==> src/rtl/core/iib_pkg.sv <==
// Shared types and constants of the integral image box mean filter.
// Used by the divider, the filter core and the checker; depends on nothing.
`default_nettype none
package iib_pkg;

  localparam int PIX_W     = 8;
  localparam int CFG_W     = 11;
  localparam int WIN_CFG_W = 5;
  localparam int POS_OUT_W = 10;
  localparam int CFG_IDX_W = 2;
  localparam int TAB_W     = 32;

  localparam logic [CFG_IDX_W-1:0] REG_IMAGE_WIDTH  = 2'd0;
  localparam logic [CFG_IDX_W-1:0] REG_IMAGE_HEIGHT = 2'd1;
  localparam logic [CFG_IDX_W-1:0] REG_WINDOW_WIDTH = 2'd2;

  localparam logic [CFG_W-1:0]     IMAGE_WIDTH_RST  = 11'd1024;
  localparam logic [CFG_W-1:0]     IMAGE_HEIGHT_RST = 11'd1024;
  localparam logic [WIN_CFG_W-1:0] WINDOW_WIDTH_RST = 5'd3;

endpackage
`default_nettype wire

==> src/rtl/core/iib_div.sv <==
// Restoring divider, one quotient bit per cycle, for a quotient known to fit
// in a pixel word. Depends on iib_pkg.
`default_nettype none
module iib_div #(
  parameter int SUM_W = 18,
  parameter int DIV_W = 10
) (
  input  logic                     clk,
  input  logic                     rst,
  input  logic                     start,
  input  logic [SUM_W-1:0]         dividend,
  input  logic [DIV_W-1:0]         divisor,
  output logic                     done,
  output logic [iib_pkg::PIX_W-1:0] quotient
);
  import iib_pkg::*;

  localparam int SH_W  = DIV_W + PIX_W;
  localparam int EXT_W = (SUM_W > SH_W) ? SUM_W : SH_W;
  localparam int CNT_W = $clog2(PIX_W + 1);

  logic [SUM_W-1:0] rem;
  logic [SH_W-1:0]  dsh;
  logic [CNT_W-1:0] cnt;
  logic             busy;
  logic             fits;

  assign fits = EXT_W'(rem) >= EXT_W'(dsh);

  always_ff @(posedge clk) begin
    if (rst) begin
      busy <= 1'b0;
      done <= 1'b0;
      cnt  <= '0;
    end else begin
      done <= 1'b0;
      if (start) begin
        rem      <= dividend;
        dsh      <= SH_W'(divisor) << (PIX_W - 1);
        cnt      <= CNT_W'(PIX_W);
        busy     <= 1'b1;
        quotient <= '0;
      end else if (busy) begin
        if (fits) begin
          rem <= rem - SUM_W'(dsh);
        end
        quotient <= {quotient[PIX_W-2:0], fits};
        dsh      <= dsh >> 1;
        cnt      <= cnt - CNT_W'(1);
        if (cnt == CNT_W'(1)) begin
          busy <= 1'b0;
          done <= 1'b1;
        end
      end
    end
  end

endmodule
`default_nettype wire

==> config.mk <==
export PLATFORM = sky130hd
export DESIGN_NAME = iib_div
export DESIGN_NICKNAME = d
export VERILOG_FILES = /design/src/rtl/core/iib_pkg.sv /design/src/rtl/core/iib_div.sv
export SDC_FILE = /design/constraint.sdc
export NUM_CORES = 1
export LEC_CHECK = 0
export ABC_CLOCK_PERIOD_IN_PS = 2800
export BUFFER_PORTS_ARGS = -buffer_cell sky130_fd_sc_hd__buf_2
export CORE_AREA = 2 2 58 114
export DETAILED_ROUTE_END_ITERATION = 16
export DIE_AREA = 0 0 60 116
export GPL_ROUTABILITY_DRIVEN = 0
export GPL_TIMING_DRIVEN = 1
export HOLD_SLACK_MARGIN = 0.12
export MAX_ROUTING_LAYER = met4
export PLACE_DENSITY = 0.79
export SYNTH_ARGS = -nofsm -noshare
export SYNTH_HDL_FRONTEND = slang
export SYNTH_SLANG_ARGS = --single-unit
==> constraint.sdc <==
create_clock -name clk -period 2.8 [get_ports clk]
set_input_delay 0.14 -clock clk [delete_from_list [all_inputs] [get_ports clk]]
set_output_delay 0.14 -clock clk [all_outputs]
set_load 0.005 [all_outputs]
==> flow_summary.toml, run 1 <==
[power]
intPower_mw = 1.41
clockPowerShare = 0.299
p_leak_nw = 1.40
pwr-share-comb = 0.250
finalPower_mw = 1.98
netSwitchingPower_uw = 575
switching_share = 0.290
seq_power_share = 0.451
vdd_ir_drop_max_mv = 0.443
cellPowerDensity_nw_per_um2 = 581

[global_routing]
antenna_found_initial = 0
grt_pass1_vias = 2315
grt_max_degree = 35
grt_pass1_wl_um = 10200
globalRouteOverflowTotal = 0
grt_usage = 0.204

[yosys]
synthTopCellsByArea = "edfxtp_1 44%, ha_1 8.0%, o21ai_0 5.6%, nand2_1 4.7%, dfxtp_1 4.1%"
async_flop_share = 0
yosysTopAreaCellShare = 0.437
synth_cell_types = 50
syn_avg_cell_area_um2 = 10.1
yosys_warnings = 0
synth_nets = 344
synth_flop_cell = "edfxtp_1"
synth_edf_count = 43
ys_seq_area_frac = 0.478
yosys.area.top_type = "edfxtp_1"
synth_area_um2 = 2960
syn-instance-count = 293
ys_ff_latch = 49

[clock_tree]
cts_tree = "built"
post_cts_buffers = 0
numCtsBuffers = 5
clk-insertion-delay-late_ps = 300
post_cts_resized = 0
htreeDepth = 2
clockBufferDepth = 2
cts_sinks = 49
path_clk_slew_ps = 70
holdBufCountCts = 3
root_buffer = "clkbuf_16"

[critical_path]
crit_slowest_cell = "fa_1"
worstPathRequired_ps = 2800
cp_max_fo = 16
cpPeakStageDelay_ps = 410
path_buf_inv = 1
end_kind = "flop"
arrival_ps = 2570
crit_chain = "ha_1 -> fa_1 -> and2b_2 -> o21bai_4 -> nand2_1 -> a21boi_2 -> a21oi_1 -> o31a_1 -> buf_12"
cp_top_family = "adder cells"
start_kind = "flop"
path_class = "flop to flop"

[timing]
slew_headroom = 0.671
fin_skew_ps = 10.1
rsz0062_at_grt = "no"
min_period_ps = 2570
final.setup.tns_ps = 0
fmax_ghz = 0.389
drv_slew = 0
hold_viol = 0
fin_crit_sh = 0.918
worst_pin_slew_ps = 493
setup_viol = 0

[detailed_routing]
firstDrtPassIters = 4
vias = 2262
wire_per_inst_um = 14.9
drc = 0
top_layer = "met4"
wl_met3_um = 222
drt_iter0_drc = 50
drtAntennaViolNets = 0
dr_wl_met2_um = 3380
wl_met1_um = 2340
viasPerCell = 5.37
routed_wl_um = 6250

[floorplanning]
ios = 40
coreArea_um2 = 6060
num_rows = 40
die_area_um2 = 6960
start_util = 0.488
die_w_um = 60
die_h_um = 116

[final_layout]
mostFrequentLayoutCell = "edfxtp_1"
layout_common_cells = "43 x edfxtp_1, 39 x buf_2, 37 x nand2_1"
fillers = 546
fin_cells = 421
nets = 387
drive_above_1_share = 0.190
antennaDiodeCount = 0
area_growth_pct = 15.5

[placed_design]
dpl.hpwl_um = 4650
dp.cells = 410
port-buffer-count = 39

[job]
drv_cap = 0

[run_status]
status = "finished, final reports clean"

[hold_path]
hp-class = "input pin to flop"
metrics by stage:
stage	area (um2)	utilization	worst slack (ps)	hold WS, ps
after floorplan	2960	-	156	209
after global placement	3250	0.536	355	407
after detailed placement	3250	0.536	256	410
after CTS	3410	0.564	240	122
after global routing	3410	0.564	90.6	141
final	3410	0.564	230	123
worst paths after layout:
| kind | from | slack [ps] | cells after the start | end |
|---|---|---|---|---|
| min | dividend[4] | 120 | 3 | rem[4]$_DFFE_PP_ |
| max reg2reg | dsh[0]$_SDFFCE_PP0P_ | 230 | 9 | rem[5]$_DFFE_PP_ |
| max | dsh[0]$_SDFFCE_PP0P_ | 230 | 9 | rem[5]$_DFFE_PP_ |
| min reg2reg | cnt[1]$_SDFFE_PP0P_ | 530 | 2 | cnt[1]$_SDFFE_PP0P_ |
layer usage:
| layer | vias to the layer above | global-route usage |
|---|---|---|
| met3 | 22 | 0.0435 |
| met4 | 0 | 0.135 |
| met1 | 1048 | 0.207 |
| li1 | 1137 | - |
| met5 | - | - |
| met2 | 55 | 0.340 |
cell type report:
| class | count | area (um2) | share of cell area |
|---|---|---|---|
| flip-flops and latches | 49 | 1410 | 0.413 |
| multi-input cells | 210 | 1400 | 0.410 |
| repair buffers | 46 | 268 | 0.0784 |
| clock buffers | 6 | 129 | 0.0377 |
| well taps | 84 | 105 | 0.0308 |
| inverters | 24 | 90.1 | 0.0264 |
| clock inverters | 2 | 10.0 | 0.00293 |
synthesized netlist by cell type, drive strengths merged, types with 2 or more instances:
cell and number:
nand2 37, ha 19, nor4b 3, nor3 5
o21a 5, mux2i 2, nand3 5, nand2b 2
a31oi 5, o211ai 4, a21oi 17, xnor2 6
edfxtp 43, xor2 10, and3 2, and2 3
inv 23, buf 2, a2111oi 2, dfxtp 6
a311oi 3, nor2b 9, o21ai 33, a21o 3
clkbuf 8, nor2 20
kinds of logic (layout without fill, tap and decap cells):
kind of cell,count (synthesis),in the layout,synth area share
simple gates,90,90,0.151
compound gates,81,81,0.176
flops,49,49,0.478
buf+inv,34,78,0.0491
fa+ha+maj,20,20,0.0872
xor+xnor,16,16,0.0474
mux,3,3,0.0119
flip-flops by register name (all words and copies together), names as in the netlist:
name / cells
rem: 18
cnt: 4
busy: 1
dsh: 17
quotient: 8
done: 1
power groups by stage:
stage | registers [mW] | clock network (mW) | logic (mW)
final | 0.894 | 0.593 | 0.496
after CTS | 0.894 | 0.608 | 0.496
after floorplan | 0.905 | 0 | 0.368
after global placement | 0.906 | 0 | 0.476
after detailed placement | 0.910 | 0 | 0.489
after global routing | 0.899 | 0.630 | 0.559
worst min-delay path, stage by stage:
cell and delay [ps]:
buf_2 70, nand2_1 40, o21ai_0 60
No activity file was read; power rests on OpenSTA's default activity.
==> inputs of run 2 (changes only) <==
CELL_PAD_IN_SITES_DETAIL_PLACEMENT = 0   (was unset)
CELL_PAD_IN_SITES_GLOBAL_PLACEMENT = 1   (was unset)
CORE_AREA = 2 2 64 126   (was 2 2 58 114)
CTS_CLUSTER_SIZE = 12   (was unset)
DIE_AREA = 0 0 66 128   (was 0 0 60 116)
PLACE_DENSITY = 0.81   (was 0.79)
==> flow_summary.toml, run 2 (same netlist as run 1, synthesis figures left out) <==
[power]
vdd_ir_drop_max_mv = 0.360
p_leak_nw = 1.39
finalPower_mw = 2.00
intPower_mw = 1.41
seq_power_share = 0.447
pwr-share-comb = 0.247
switching_share = 0.295
cellPowerDensity_nw_per_um2 = 588
netSwitchingPower_uw = 589
clockPowerShare = 0.306

[global_routing]
grt_pass1_vias = 2336
grt_pass1_wl_um = 10700
grt_max_degree = 62
antenna_found_initial = 0
grt_usage = 0.171
globalRouteOverflowTotal = 0

[final_layout]
antennaDiodeCount = 0
largestRegisters = "rem x18, dsh x17, quotient x8"
largest_register = "rem"
utilization = 0.450
largest_reg_flops = 18
layout_common_cells = "43 x edfxtp_1, 39 x buf_2, 37 x nand2_1"
mostFrequentLayoutCell = "edfxtp_1"
drive_above_1_share = 0.191
nets = 385
area_growth_pct = 15.0

[detailed_routing]
wire_per_inst_um = 15.2
drt_iter0_drc = 72
vias = 2235
firstDrtPassIters = 4
viasPerCell = 5.21
drtAntennaViolNets = 0
routed_wl_um = 6500
drc = 0

[critical_path]
worstPathRequired_ps = 2840
start_kind = "flop"
worst_r2r_path_depth = 8
cp_max_fo = 10
arrival_ps = 2520
end_kind = "flop"
path_class = "flop to flop"

[timing]
setup_viol = 0
fin_crit_sh = 0.887
rsz0062_at_grt = "no"
min_period_ps = 2480
final.setup.tns_ps = 0
hold_viol = 0
fin_skew_ps = 10.0
drv_slew = 0
hold_ws_ps = 122
worst_pin_slew_ps = 544
slew_headroom = 0.637
fmax_ghz = 0.403

[clock_tree]
clockBufferDepth = 2
post_cts_resized = 0
numCtsBuffers = 5
cts_tree = "built"
root_buffer = "clkbuf_16"
path_clk_slew_ps = 70
clk-insertion-delay-late_ps = 300
cts_sinks = 49
htreeDepth = 2

[floorplanning]
start_util = 0.392
coreArea_um2 = 7540
die_area_um2 = 8450
num_rows = 45
die_w_um = 66
ios = 40
die_h_um = 128

[hold_path]
hp-class = "input pin to flop"
whs_path_depth = 3

[job]
drv_cap = 0

[placed_design]
port-buffer-count = 39
dpl.hpwl_um = 4820

[run_status]
status = "finished, final reports clean"
run 2: cell count changes in the layout (fill, tap and decap cells not counted):
cell / delta
dlygate4sd3_1: -2
clkinv_2: -1
inv_6: +1
buf_12: -1
buf_4: +1
run 2: stage by stage:
stage | cells | setup WS (ps) | area (um2)
2_1_floorplan | 293 | 156 | 2960
4_1_cts | 429 | 309 | 3400
6_report | 429 | 317 | 3400
3_5_place_dp | 420 | 329 | 3250
3_3_place_gp | 420 | 415 | 3250
5_1_grt | 429 | 214 | 3400
run 2: path summary, 6_finish.rpt:
kind,from,slack [ps],to
worst max-delay path,rem[7]$_DFFE_PP_,320,rem[7]$_DFFE_PP_
worst min-delay path,divisor[5],120,dsh[12]$_DFFE_PP_
worst max register to register,rem[7]$_DFFE_PP_,320,rem[7]$_DFFE_PP_
worst min register to register,cnt[1]$_SDFFE_PP0P_,510,cnt[1]$_SDFFE_PP0P_
run 2: final cells by class:
type                    count  area, um2
clock buffers               6        129
clock inverters             2       13.8
flip-flops and latches     49       1410
multi-input cells         210       1400
well taps                  94        118
fillers                   751       4150
repair buffers             44        235
inverters                  24       90.1
run 2: power by group through the flow:
| stage | clock [mW] | sequential [mW] | combinational (mW) |
|---|---|---|---|
| 2_1_floorplan | 0 | 0.905 | 0.368 |
| 3_3_place_gp | 0 | 0.909 | 0.485 |
| 3_5_place_dp | 0 | 0.910 | 0.494 |
| 4_1_cts | 0.618 | 0.894 | 0.499 |
| 5_1_grt | 0.638 | 0.900 | 0.558 |
| 6_report | 0.611 | 0.893 | 0.494 |
run 2: layer usage:
layer  global-route usage  share of wire
met5                    -              0
met4               0.0828          0.033
met3               0.0211          0.024
met2                0.302           0.55
met1                0.186           0.40
run 2: what timing repair did:
| action | 4_1_cts | 5_1_grt |
|---|---|---|
| endpoints found under the hold margin | 4 | 0 |
| buffers inserted | 0 | 0 |
| hold buffers | 1 | 0 |
run 2: critical path: stages, from the launching register on:
cell      delay (ps)
edfxtp_1         370
ha_1             400
a21oi_1          310
o21ai_0          180
a31oi_1          180
a21boi_2         230
a21oi_1          110
o31a_1           260
buf_4            190
==> inputs of run 3 (changes only) <==
ABC_CLOCK_PERIOD_IN_PS = 2500   (was 2800)
CORE_AREA = 2 2 61 120   (was 2 2 64 126)
DIE_AREA = 0 0 63 122   (was 0 0 66 128)
PLACE_DENSITY = 0.85   (was 0.81)
clock period = 2.5 ns   (was 2.8 ns; I/O delays follow)
==> flow_summary.toml, run 3 (same netlist as run 1, synthesis figures left out) <==
[critical_path]
path_depth = 8
worst_r2r_endpoint = "rem[16]$_DFFE_PP_"
start_kind = "flop"
crit_chain = "ha_1 -> fa_1 -> and2b_2 -> o21bai_4 -> a2111oi_4 -> nor4b_2 -> xnor2_1 -> mux2_4"
arrival_ps = 2440
worst_r2r_path_depth = 8
r2r_setup_slack_ps = 110
path_buf_inv = 0
end_kind = "flop"
crit_slowest_cell = "fa_1"
rr_startpoint = "dsh[0]$_SDFFCE_PP0P_"
cp_max_fo = 2
cpPeakStageDelay_ps = 410
crit_end = "rem[16]$_DFFE_PP_"
crit_start = "dsh[0]$_SDFFCE_PP0P_"
path_class = "flop to flop"
worstPathRequired_ps = 2550
cp_top_family = "adder cells"

[detailed_routing]
firstDrtPassIters = 4
wire_per_inst_um = 14.1
drt_iter0_drc = 134
viasPerCell = 5.20
routed_wl_um = 6170
drtAntennaViolNets = 0
vias = 2281
drc = 0

[global_routing]
grt_pass1_wl_um = 10500
grt_pass1_vias = 2299
grt_max_degree = 39
antenna_found_initial = 0
globalRouteOverflowTotal = 0
grt_usage = 0.179

[timing]
worst_pin_slew_ps = 396
min_period_ps = 2390
setup_viol = 0
timing.final.ws_setup_ps = 109
fin_skew_ps = 4.15
fmax_ghz = 0.418
drv_slew = 0
slew_headroom = 0.733
final.setup.tns_ps = 0
rsz0062_at_grt = "yes"
fin_crit_sh = 0.956
hold_viol = 0

[floorplanning]
die_area_um2 = 7690
die_h_um = 122
ios = 40
num_rows = 43
start_util = 0.433
die_w_um = 63
coreArea_um2 = 6830

[hold_path]
hp-class = "input pin to flop"

[placed_design]
dp_slack_ps = 77.0
dpl.hpwl_um = 4690
port-buffer-count = 39
dp.cells = 423

[power]
finalPower_mw = 2.37
p_leak_nw = 1.47
vdd_ir_drop_max_mv = 0.388
cellPowerDensity_nw_per_um2 = 658

[clock_tree]
clockBufferDepth = 2
root_buffer = "clkbuf_16"
path_clk_slew_ps = 70
cts_tree = "built"
htreeDepth = 2
numCtsBuffers = 5
cts_sinks = 49
clk-insertion-delay-late_ps = 290

[final_layout]
layout.area.seq_um2 = 1410
area_growth_pct = 21.8
antennaDiodeCount = 0
mostFrequentLayoutCell = "edfxtp_1"
nets = 399
fillers = 643
fin_cells = 439
largest_reg_flops = 18
largest_register = "rem"
largestRegisters = "rem x18, dsh x17, quotient x8"
layout_common_cells = "43 x edfxtp_1, 39 x buf_2, 37 x nand2_1"
drive_above_1_share = 0.221
multi_input_area_um2 = 1430

[job]
drv_cap = 0

[run_status]
status = "finished, final reports clean"
[run 3: changes by cell type in the layout (fill, tap and decap cells not counted), moves of 2 or more]
cell | previous run | this run
buf_12 | 0 | 2
a21oi_2 | 2 | 5
dlygate4sd3_1 | 1 | 8
a21oi_1 | 15 | 12
buf_4 | 4 | 9
[run 3: cell type report]
type,instances,share of cell area
clock buffers,5,0.0347
clock inverters,3,0.0129
inverters,24,0.0250
multi-input cells,210,0.398
flip-flops and latches,49,0.392
well taps,90,0.0313
repair buffers,58,0.106
[run 3: how the worst min path moves through the flow]
stage / depth (start not counted) / to / slack, ps / startpoint
floorplan: 1 / cnt[3]$_SDFFE_PP0N_ / 190 / rst
global placement: 2 / cnt[3]$_SDFFE_PP0N_ / 380 / rst
detailed placement: 2 / cnt[3]$_SDFFE_PP0N_ / 390 / rst
CTS: 2 / dsh[16]$_SDFFCE_PN0P_ / 120 / divisor[9]
global route: 3 / rem[6]$_DFFE_PP_ / 130 / dividend[6]
finish: 3 / rem[6]$_DFFE_PP_ / 120 / dividend[6]
[run 3: repair_timing]
| action | in CTS | in global routing |
|---|---|---|
| resized for setup | 0 | 5 |
| hold endpoints to repair | 12 | 0 |
| setup buffers | 0 | 0 |
| hold buffers | 8 | 0 |
| endpoints found under the setup margin | 0 | 22 |
[run 3: metrics by stage]
stage / util / hold WS [ps] / instance area (um2)
finish: 0.527 / 121 / 3600
global route: 0.527 / 134 / 3600
CTS: 0.523 / 121 / 3570
detailed placement: 0.486 / 393 / 3320
global placement: 0.486 / 378 / 3320
floorplan: - / 194 / 2960
[run 3: power by group]
group	leakage [nW]	switching, mW	internal, mW	total, mW
clock network	0.0800	0.294	0.473	0.768
logic	0.924	0.336	0.263	0.599
registers	0.464	0.0266	0.976	1.00
[run 3: worst reg2reg max path, delay by kind of cell, from the launching register on]
kind | cells | cell delay, ps
muxes | 1 | 250
xor gates and xnor gates | 1 | 130
AOI/OAI and AO/OA | 2 | 400
and+or+nand+nor | 2 | 360
adders and majority gates | 2 | 630
DFF | 1 | 380
[run 3: metal layers]
layer  track usage  wire, um  part of all wire
met3        0.0305       199             0.032
met5             -         0                 0
met2         0.303      3160              0.51
met1         0.211      2680              0.43
met4        0.0736       135             0.022
